<file path="config.mk">
export PLATFORM = sky130hd
export DESIGN_NAME = fixed_to_decimal_ascii_core_flat
export DESIGN_NICKNAME = d
export VERILOG_FILES = /design/src/hdl/ftda_pkg.sv /design/src/hdl/ftda_if.sv /design/src/hdl/ftda_mul.sv /design/src/hdl/ftda_digit_buf.sv /design/src/hdl/fixed_to_decimal_ascii_core.sv /design/src/flat_wrapper.sv
export SDC_FILE = /design/constraint.sdc
export NUM_CORES = 2
export LEC_CHECK = 0
export ABC_AREA = 1
export BUFFER_PORTS_ARGS = -buffer_cell sky130_fd_sc_hd__buf_4
export CAP_MARGIN = 5
export CORE_MARGIN = 1
export CORE_UTILIZATION = 55
export CTS_CLUSTER_SIZE = 24
export DETAILED_ROUTE_END_ITERATION = 10
export GPL_ROUTABILITY_DRIVEN = 1
export GPL_TIMING_DRIVEN = 0
export PLACE_DENSITY = 0.71
export SYNTH_ARGS = -nofsm -noshare
export SYNTH_HDL_FRONTEND = slang
export SYNTH_SLANG_ARGS = --single-unit
export TNS_END_PERCENT = 1
</file>
<file path="constraint.sdc">
create_clock -name clk_i -period 10 [get_ports clk_i]
set_clock_uncertainty 0.2 [all_clocks]
set_input_delay 0.5 -clock clk_i [delete_from_list [all_inputs] [get_ports clk_i]]
set_output_delay 0.5 -clock clk_i [all_outputs]
set_load 0.05 [all_outputs]
</file>
<file path="src/hdl/ftda_pkg.sv">
// ----------------------------------------------------------------------------
// ftda_pkg: shared definitions for the fixed-point to decimal ASCII core
// Field widths, character codes, the divide-by-ten reciprocal and the
// power-of-ten table used by the shared multiplier.
// ----------------------------------------------------------------------------
package ftda_pkg;

  localparam int unsigned INT_BITS  = 31;
  localparam int unsigned FRAC_BITS = 24;
  localparam int unsigned CFG_W     = 4;
  localparam int unsigned CHAR_W    = 8;
  localparam int unsigned DIGIT_W   = 4;
  localparam int unsigned WORD_W    = 32;
  localparam int unsigned PROD_W    = 2 * WORD_W;

  // digit buffer depth covers the longest integer part
  localparam int unsigned DIG_DEPTH = 10;
  localparam int unsigned DIG_IDX_W = $clog2(DIG_DEPTH);

  localparam logic [CFG_W-1:0]     MAX_FRAC_DIGITS = 4'd8;
  localparam logic [DIG_IDX_W-1:0] MAX_INT_DIGITS  = 4'd10;

  localparam logic [CHAR_W-1:0] CH_ZERO = 8'h30;
  localparam logic [CHAR_W-1:0] CH_SEP  = 8'h70;

  // floor(n / 10) == (n * RECIP10) >> RECIP_SHIFT for every 32-bit n
  localparam logic [WORD_W-1:0] RECIP10     = 32'hCCCC_CCCD;
  localparam int unsigned       RECIP_SHIFT = 35;

  typedef struct packed {
    logic                 we;
    logic [DIG_IDX_W-1:0] addr;
    logic [DIGIT_W-1:0]   data;
  } dig_wr_t;

  function automatic logic [WORD_W-1:0] pow10(input logic [CFG_W-1:0] n);
    logic [WORD_W-1:0] p;
    unique case (n)
      4'd0:    p = 32'd1;
      4'd1:    p = 32'd10;
      4'd2:    p = 32'd100;
      4'd3:    p = 32'd1000;
      4'd4:    p = 32'd10000;
      4'd5:    p = 32'd100000;
      4'd6:    p = 32'd1000000;
      4'd7:    p = 32'd10000000;
      4'd8:    p = 32'd100000000;
      4'd9:    p = 32'd1000000000;
      default: p = 32'd1;
    endcase
    return p;
  endfunction

endpackage

</file>
<file path="src/hdl/ftda_if.sv">
// ----------------------------------------------------------------------------
// ftda_if: valid/ready channels of the fixed-point to decimal ASCII core
// Input number channel, output character channel and configuration write.
// ----------------------------------------------------------------------------
interface ftda_in_if;
  logic                                valid;
  logic                                ready;
  logic [ftda_pkg::INT_BITS-1:0]       int_part;
  logic [ftda_pkg::FRAC_BITS-1:0]      frac_part;

  modport source (output valid, output int_part, output frac_part, input ready);
  modport sink   (input valid, input int_part, input frac_part, output ready);
endinterface

interface ftda_out_if;
  logic                                valid;
  logic                                ready;
  logic [ftda_pkg::CHAR_W-1:0]         char_code;
  logic                                last_char;

  modport source (output valid, output char_code, output last_char, input ready);
  modport sink   (input valid, input char_code, input last_char, output ready);
endinterface

interface ftda_cfg_if;
  logic                                valid;
  logic                                ready;
  logic [ftda_pkg::CFG_W-1:0]          data;

  modport source (output valid, output data, input ready);
  modport sink   (input valid, input data, output ready);
endinterface

</file>
<file path="src/hdl/ftda_mul.sv">
// ----------------------------------------------------------------------------
// ftda_mul: shared 32x32 multiplier with registered product
// Serves both the divide-by-ten steps and the fraction scaling.
// ----------------------------------------------------------------------------
module ftda_mul (
  input  logic                          clk_i,
  input  logic                          en_i,
  input  logic [ftda_pkg::WORD_W-1:0]   a_i,
  input  logic [ftda_pkg::WORD_W-1:0]   b_i,
  output logic [ftda_pkg::PROD_W-1:0]   prod_o
);
  import ftda_pkg::*;

  logic [PROD_W-1:0] prod_q;

  // capture the product only when asked, so it holds across stalls
  always_ff @(posedge clk_i) begin
    if (en_i) begin
      prod_q <= PROD_W'(a_i) * PROD_W'(b_i);
    end
  end

  assign prod_o = prod_q;

endmodule

</file>
<file path="src/hdl/ftda_digit_buf.sv">
// ----------------------------------------------------------------------------
// ftda_digit_buf: decimal digit store
// Collects digits least significant first and hands them back by index.
// ----------------------------------------------------------------------------
module ftda_digit_buf (
  input  logic                            clk_i,
  input  ftda_pkg::dig_wr_t               wr_i,
  input  logic [ftda_pkg::DIG_IDX_W-1:0]  raddr_i,
  output logic [ftda_pkg::DIGIT_W-1:0]    rdata_o
);
  import ftda_pkg::*;

  logic [DIGIT_W-1:0] dig_q [DIG_DEPTH];

  // store one digit per division step
  always_ff @(posedge clk_i) begin
    if (wr_i.we) begin
      dig_q[wr_i.addr] <= wr_i.data;
    end
  end

  assign rdata_o = dig_q[raddr_i];

endmodule

</file>
<file path="src/hdl/fixed_to_decimal_ascii_core.sv">
// Per item: each integer digit takes a multiply step and a remainder step,
// then the digits are emitted most significant first; when fraction digits
// follow, a scale step and the separator come next, then the same divide and
// emit steps for the fraction digits. Emits and the separator wait on output stalls.
// One item at a time; a new item is taken once the last character is queued.
// Reset (rst_ni low, asynchronous) empties the output and sets frac_digits to 2.
// ----------------------------------------------------------------------------
// fixed_to_decimal_ascii_core: fixed-point number to decimal ASCII text
// Sequencer around a shared multiplier and a small digit store.
// ----------------------------------------------------------------------------
module fixed_to_decimal_ascii_core (
  input  logic            clk_i,
  input  logic            rst_ni,
  ftda_in_if.sink         in_i,
  ftda_out_if.source      out_o,
  ftda_cfg_if.sink        cfg_i
);
  import ftda_pkg::*;

  localparam logic [2:0] S_IDLE  = 3'd0;
  localparam logic [2:0] S_MUL   = 3'd1;
  localparam logic [2:0] S_REM   = 3'd2;
  localparam logic [2:0] S_EMIT  = 3'd3;
  localparam logic [2:0] S_SCALE = 3'd4;
  localparam logic [2:0] S_SEP   = 3'd5;

  // control state
  logic [2:0]           state_q, state_d;
  logic                 out_valid_q, out_valid_d;
  logic [CFG_W-1:0]     frac_digits_q;

  // payload state
  logic [WORD_W-1:0]    v_q, v_d;
  logic [FRAC_BITS-1:0] frac_q, frac_d;
  logic [CFG_W-1:0]     count_q, count_d;
  logic                 has_frac_q, has_frac_d;
  logic                 frac_phase_q, frac_phase_d;
  logic [DIG_IDX_W-1:0] nd_q, nd_d;
  logic [DIG_IDX_W-1:0] idx_q, idx_d;
  logic [CHAR_W-1:0]    char_q, char_d;
  logic                 last_q, last_d;

  logic                 mul_en;
  logic [WORD_W-1:0]    mul_a, mul_b;
  logic [PROD_W-1:0]    prod;
  logic [WORD_W-1:0]    quot;
  logic [WORD_W-1:0]    rem_w;
  logic [DIG_IDX_W-1:0] nd_inc;
  logic                 div_done;
  logic                 slot_free;
  logic                 in_take;
  logic [CFG_W-1:0]     count_sat;
  dig_wr_t              dig_wr;
  logic [DIGIT_W-1:0]   dig_rd;

  ftda_mul u_mul (
    .clk_i  (clk_i),
    .en_i   (mul_en),
    .a_i    (mul_a),
    .b_i    (mul_b),
    .prod_o (prod)
  );

  ftda_digit_buf u_dig (
    .clk_i   (clk_i),
    .wr_i    (dig_wr),
    .raddr_i (idx_q),
    .rdata_o (dig_rd)
  );

  // configuration port is always open
  assign cfg_i.ready = 1'b1;

  always_ff @(posedge clk_i or negedge rst_ni) begin
    if (!rst_ni) begin
      frac_digits_q <= 4'd2;
    end else if (cfg_i.valid) begin
      frac_digits_q <= cfg_i.data;
    end
  end

  // handshake helpers
  assign in_i.ready = (state_q == S_IDLE);
  assign in_take    = in_i.valid && (state_q == S_IDLE);
  assign slot_free  = !out_valid_q || out_o.ready;
  assign count_sat  = (frac_digits_q > MAX_FRAC_DIGITS) ? MAX_FRAC_DIGITS : frac_digits_q;

  // divide-by-ten result and remainder
  assign quot     = WORD_W'(prod[PROD_W-1:RECIP_SHIFT]);
  assign rem_w    = v_q - ((quot << 3) + (quot << 1));
  assign nd_inc   = nd_q + DIG_IDX_W'(1);
  assign div_done = frac_phase_q ? (nd_inc == DIG_IDX_W'(count_q))
                                 : ((quot == '0) || (nd_inc == MAX_INT_DIGITS));

  // share the multiplier between scaling and division
  always_comb begin
    mul_en = (state_q == S_MUL) || (state_q == S_SCALE);
    if (state_q == S_SCALE) begin
      mul_a = WORD_W'(frac_q);
      mul_b = pow10(count_q);
    end else begin
      mul_a = v_q;
      mul_b = RECIP10;
    end
  end

  // sequencer
  always_comb begin
    state_d      = state_q;
    out_valid_d  = out_valid_q && !out_o.ready;
    v_d          = v_q;
    frac_d       = frac_q;
    count_d      = count_q;
    has_frac_d   = has_frac_q;
    frac_phase_d = frac_phase_q;
    nd_d         = nd_q;
    idx_d        = idx_q;
    char_d       = char_q;
    last_d       = last_q;
    dig_wr.we    = 1'b0;
    dig_wr.addr  = nd_q;
    dig_wr.data  = rem_w[DIGIT_W-1:0];

    unique case (state_q)
      S_IDLE: begin
        if (in_take) begin
          v_d          = WORD_W'(in_i.int_part);
          frac_d       = in_i.frac_part;
          count_d      = count_sat;
          has_frac_d   = (count_sat != '0) && (in_i.frac_part != '0);
          frac_phase_d = 1'b0;
          nd_d         = '0;
          state_d      = S_MUL;
        end
      end
      S_MUL: begin
        state_d = S_REM;
      end
      S_REM: begin
        dig_wr.we = 1'b1;
        v_d       = quot;
        nd_d      = nd_inc;
        if (div_done) begin
          idx_d   = nd_q;
          state_d = S_EMIT;
        end else begin
          state_d = S_MUL;
        end
      end
      S_EMIT: begin
        if (slot_free) begin
          out_valid_d = 1'b1;
          char_d      = CH_ZERO + CHAR_W'(dig_rd);
          last_d      = (idx_q == '0) && (frac_phase_q || !has_frac_q);
          if (idx_q == '0) begin
            state_d = (!frac_phase_q && has_frac_q) ? S_SCALE : S_IDLE;
          end else begin
            idx_d = idx_q - DIG_IDX_W'(1);
          end
        end
      end
      S_SCALE: begin
        state_d = S_SEP;
      end
      S_SEP: begin
        if (slot_free) begin
          out_valid_d  = 1'b1;
          char_d       = CH_SEP;
          last_d       = 1'b0;
          v_d          = prod[FRAC_BITS +: WORD_W];
          nd_d         = '0;
          frac_phase_d = 1'b1;
          state_d      = S_MUL;
        end
      end
      default: begin
        state_d = S_IDLE;
      end
    endcase
  end

  always_ff @(posedge clk_i or negedge rst_ni) begin
    if (!rst_ni) begin
      state_q     <= S_IDLE;
      out_valid_q <= 1'b0;
    end else begin
      state_q     <= state_d;
      out_valid_q <= out_valid_d;
    end
  end

  always_ff @(posedge clk_i) begin
    v_q          <= v_d;
    frac_q       <= frac_d;
    count_q      <= count_d;
    has_frac_q   <= has_frac_d;
    frac_phase_q <= frac_phase_d;
    nd_q         <= nd_d;
    idx_q        <= idx_d;
    char_q       <= char_d;
    last_q       <= last_d;
  end

  // output register
  assign out_o.valid     = out_valid_q;
  assign out_o.char_code = char_q;
  assign out_o.last_char = last_q;

endmodule

</file>
<file path="src/flat_wrapper.sv">
// flat-port wrapper written by rule: the top's interface ports become plain ports
module fixed_to_decimal_ascii_core_flat import ftda_pkg::*;
  (clk_i, rst_ni, in_i_valid, in_i_int_part, in_i_frac_part, in_i_ready, out_o_valid, out_o_char_code, out_o_last_char, out_o_ready, cfg_i_valid, cfg_i_data, cfg_i_ready);
  ftda_in_if in_i_i ();
  ftda_out_if out_o_i ();
  ftda_cfg_if cfg_i_i ();
  input  logic clk_i;
  input  logic rst_ni;
  input wire logic [$bits(in_i_i.valid)-1:0] in_i_valid;
  input wire logic [$bits(in_i_i.int_part)-1:0] in_i_int_part;
  input wire logic [$bits(in_i_i.frac_part)-1:0] in_i_frac_part;
  output wire logic [$bits(in_i_i.ready)-1:0] in_i_ready;
  output wire logic [$bits(out_o_i.valid)-1:0] out_o_valid;
  output wire logic [$bits(out_o_i.char_code)-1:0] out_o_char_code;
  output wire logic [$bits(out_o_i.last_char)-1:0] out_o_last_char;
  input wire logic [$bits(out_o_i.ready)-1:0] out_o_ready;
  input wire logic [$bits(cfg_i_i.valid)-1:0] cfg_i_valid;
  input wire logic [$bits(cfg_i_i.data)-1:0] cfg_i_data;
  output wire logic [$bits(cfg_i_i.ready)-1:0] cfg_i_ready;
  assign in_i_i.valid = in_i_valid;
  assign in_i_i.int_part = in_i_int_part;
  assign in_i_i.frac_part = in_i_frac_part;
  assign in_i_ready = in_i_i.ready;
  assign out_o_valid = out_o_i.valid;
  assign out_o_char_code = out_o_i.char_code;
  assign out_o_last_char = out_o_i.last_char;
  assign out_o_i.ready = out_o_ready;
  assign cfg_i_i.valid = cfg_i_valid;
  assign cfg_i_i.data = cfg_i_data;
  assign cfg_i_ready = cfg_i_i.ready;
  fixed_to_decimal_ascii_core u_core (.clk_i(clk_i), .rst_ni(rst_ni), .in_i(in_i_i), .out_o(out_o_i), .cfg_i(cfg_i_i));
endmodule
</file>
==> out/qor.csv <==
metric,value,unit
post-route minimum period,9990,ps
final non-filler cell total,5658,
Hold Worst Slack,-1.36,ps
hold depth,1,
RSZ-0062 raised after global routing,true,
Rel. slew slack,14.0,%
Tightest Pin Transition,1280,ps
CTS tree,yes,
Peak Freq,100,MHz
CP startpoint kind,register,
TNS Setup,0,ps
Detail Placement HPWL,134000,µm
syn_area_per_cell,8.87,µm²
failing checks,hold timing,
drt drc,0,
CP max FO,10,
nets,5927,
"commonest non-fill, non-tap cell in the layout",inv_1,
DRT Pass-1 Iters,5,
top post-synthesis cells by area,"fa_1 44%, inv_1 12%, edfxtp_1 12%",
Clock Latency Late Sink,480,ps
leading area contributor after synthesis,fa_1,
DRT iter0 DRCs,3196,
clock buffer depth,2,
first-pass GRT wire length,222000,µm
Worst Hold Launch,in_i_frac_part[8],
worst reg2reg endpoint,u_core.u_mul.prod_o[51],
Die Y,271,µm
grt ovf,0,
CTS sink count,191,
type of the worst min-delay path,primary input to register,
die area,73300,µm²
type of the worst setup path,register to register,
commonest register cell after synthesis,edfxtp_1,
WL final,152000,µm
CP max-delay cell,clkbuf_1,
I/O pin total,76,
vias,31500,
Ys Warns,0,
GRT Resource Usage Total,43.0,%
Post-Synthesis Cells,4479,
CTS buffer count,17,
Root Buffer,clkbuf_16,
Post-CTS Setup Bufs,0,
Post-synth EDFFs,156,
placed cell count,5623,
"CTS clk-pin slew, worst paths",100,ps
Final Hold Fails,1,
"Top cell by count, worst path",fa_1,
Setup crit end kind,register,
Post-synth ARST share,4.19,%
H-tree levels,4,
die width,271,µm
"Slew Viols, Final",0,
crit path from,u_core.state_q[1],
status,"finished, violations left",
vias in the first global route,33000,
"FF+latch count, synth",191,
final setup fails,0,
share of the synthesized area in the top cell type,44.3,%
max incr delay on CP,690,ps
"Seq/Total Area, Yosys",13.7,%
# fillers,6483,
Initial Utilization,55.6,%
Synth Cell Area,39700,µm²
"Endpoint, Worst Hold",u_core.frac_q[8],
fraction of layout cells with a size suffix above 1,5.12,%
PortBufs,71,
DR WL/cell,26.8,µm
"Distinct cells, synth",51,
Final GP Congestion,1.05,
synthesis-to-finish area growth,7.40,%
most frequent cells in the layout,"1249 x inv_1, 879 x fa_1, 614 x nor2_1",
max_cap viols,0,
pin count of the biggest net entering global routing,41,
Final ANT Viol Nets,0,
Worst Reg2Reg Path Length in Cells,29,
Critical Path RT,10040,ps
vias per cell,5.57,
Core ar.,71500,µm²
initial antenna violation count,0,
R2R Setup Slk,10,ps
arrival time of the worst setup path,10030,ps
Tcrit/Tclk final,99.9,%
r2r startpoint,u_core.state_q[1],
Core Rows,98,
==> logic make-up (layout without fill, tap and decap cells) <==
logic type | count (synthesis) | in the layout | synth area share [%]
compound gates | 319 | 319 | 4.70
xor+xnor | 50 | 50 | 1.12
fa+ha+maj | 1169 | 1169 | 53.4
buf+inv | 1361 | 1466 | 13.1
flops | 191 | 191 | 13.7
mux | 8 | 8 | 0.201
other cells | 2 | 126 | 0.0189
simple gates | 1379 | 1379 | 13.9
==> through the flow <==
stage          instance area (µm²)  setup WS [ps]  hold WS [ps]  util (%)
3_3_place_gp                 41900           -463           124      58.7
6_report                     42700           9.91         -1.36      59.7
5_1_grt                      42700          -42.8          4.77      59.7
4_1_cts                      42600           60.9          2.10      59.6
2_1_floorplan                40200           2500          4.41         -
3_5_place_dp                 41900           -377           128      58.7
==> synth_stat cells, types with 13 or more instances <==
library cell and number:
edfxtp_1 156, nor3_1 36, xnor2_1 21, o21ai_0 102, xor2_1 28, a21oi_1 116, inv_1 1249, clkinv_1 16
dfxtp_1 27, clkbuf_1 35, nand2_1 602, nor4_1 16, fa_1 879, nor2_2 17, o211ai_1 24, nand3_1 52
inv_2 13, ha_1 290, a31oi_1 15, buf_2 37, nor2_1 626
==> cell type report <==
type | count | area, µm² | share of cell area (%)
multi-input combinational | 3050 | 29600 | 69.4
sequential | 191 | 5430 | 12.7
inverter | 1279 | 4810 | 11.3
tap | 950 | 1190 | 2.78
timing repair buffer | 73 | 551 | 1.29
clock buffer | 17 | 425 | 0.996
buffer | 82 | 395 | 0.926
clock inverter | 15 | 245 | 0.574
antenna | 1 | 2.50 | 0.00586
==> critical path: cells and delay by family (launching register included) <==
kind,cells,cell delay [ps]
adder cells (fa/ha/maj),9,4440
flip-flops,1,500
AND/OR/NAND/NOR,8,1380
buffers and inverters,7,1640
AO/OA/AOI/OAI,5,1580
==> routing by layer <==
metal | vias to the layer above | share of wire [%] | GRT usage [%]
met5 | - | 0 | 0
met4 | 0 | 9.0 | 30.2
met3 | 420 | 9.0 | 7.85
met2 | 1771 | 45 | 66.8
met1 | 15900 | 37 | 54.7
li1 | 13400 | - | -
==> timing repair <==
action / in CTS / in global routing
endpoints found under the hold margin: 8 / 0
endpoints found under the setup margin: 19 / 23
resized for setup: 3 / 36
hold buffers: 1 / 0
==> worst max path at each step <==
stage	depth (start not counted)	slack, ps	endpoint
floorplan	34	2500	u_core.u_mul.prod_o[44]
global placement	29	-460	u_core.u_mul.prod_o[51]
detailed placement	29	-380	u_core.u_mul.prod_o[51]
CTS	29	60	u_core.u_mul.prod_o[51]
global route	30	-40	u_core.u_mul.prod_o[51]
finish	29	10	u_core.u_mul.prod_o[51]
Power is left out: the tool's default activity adds up to more than one toggle a clock period on the data nets, which glitch-free logic cannot reach.
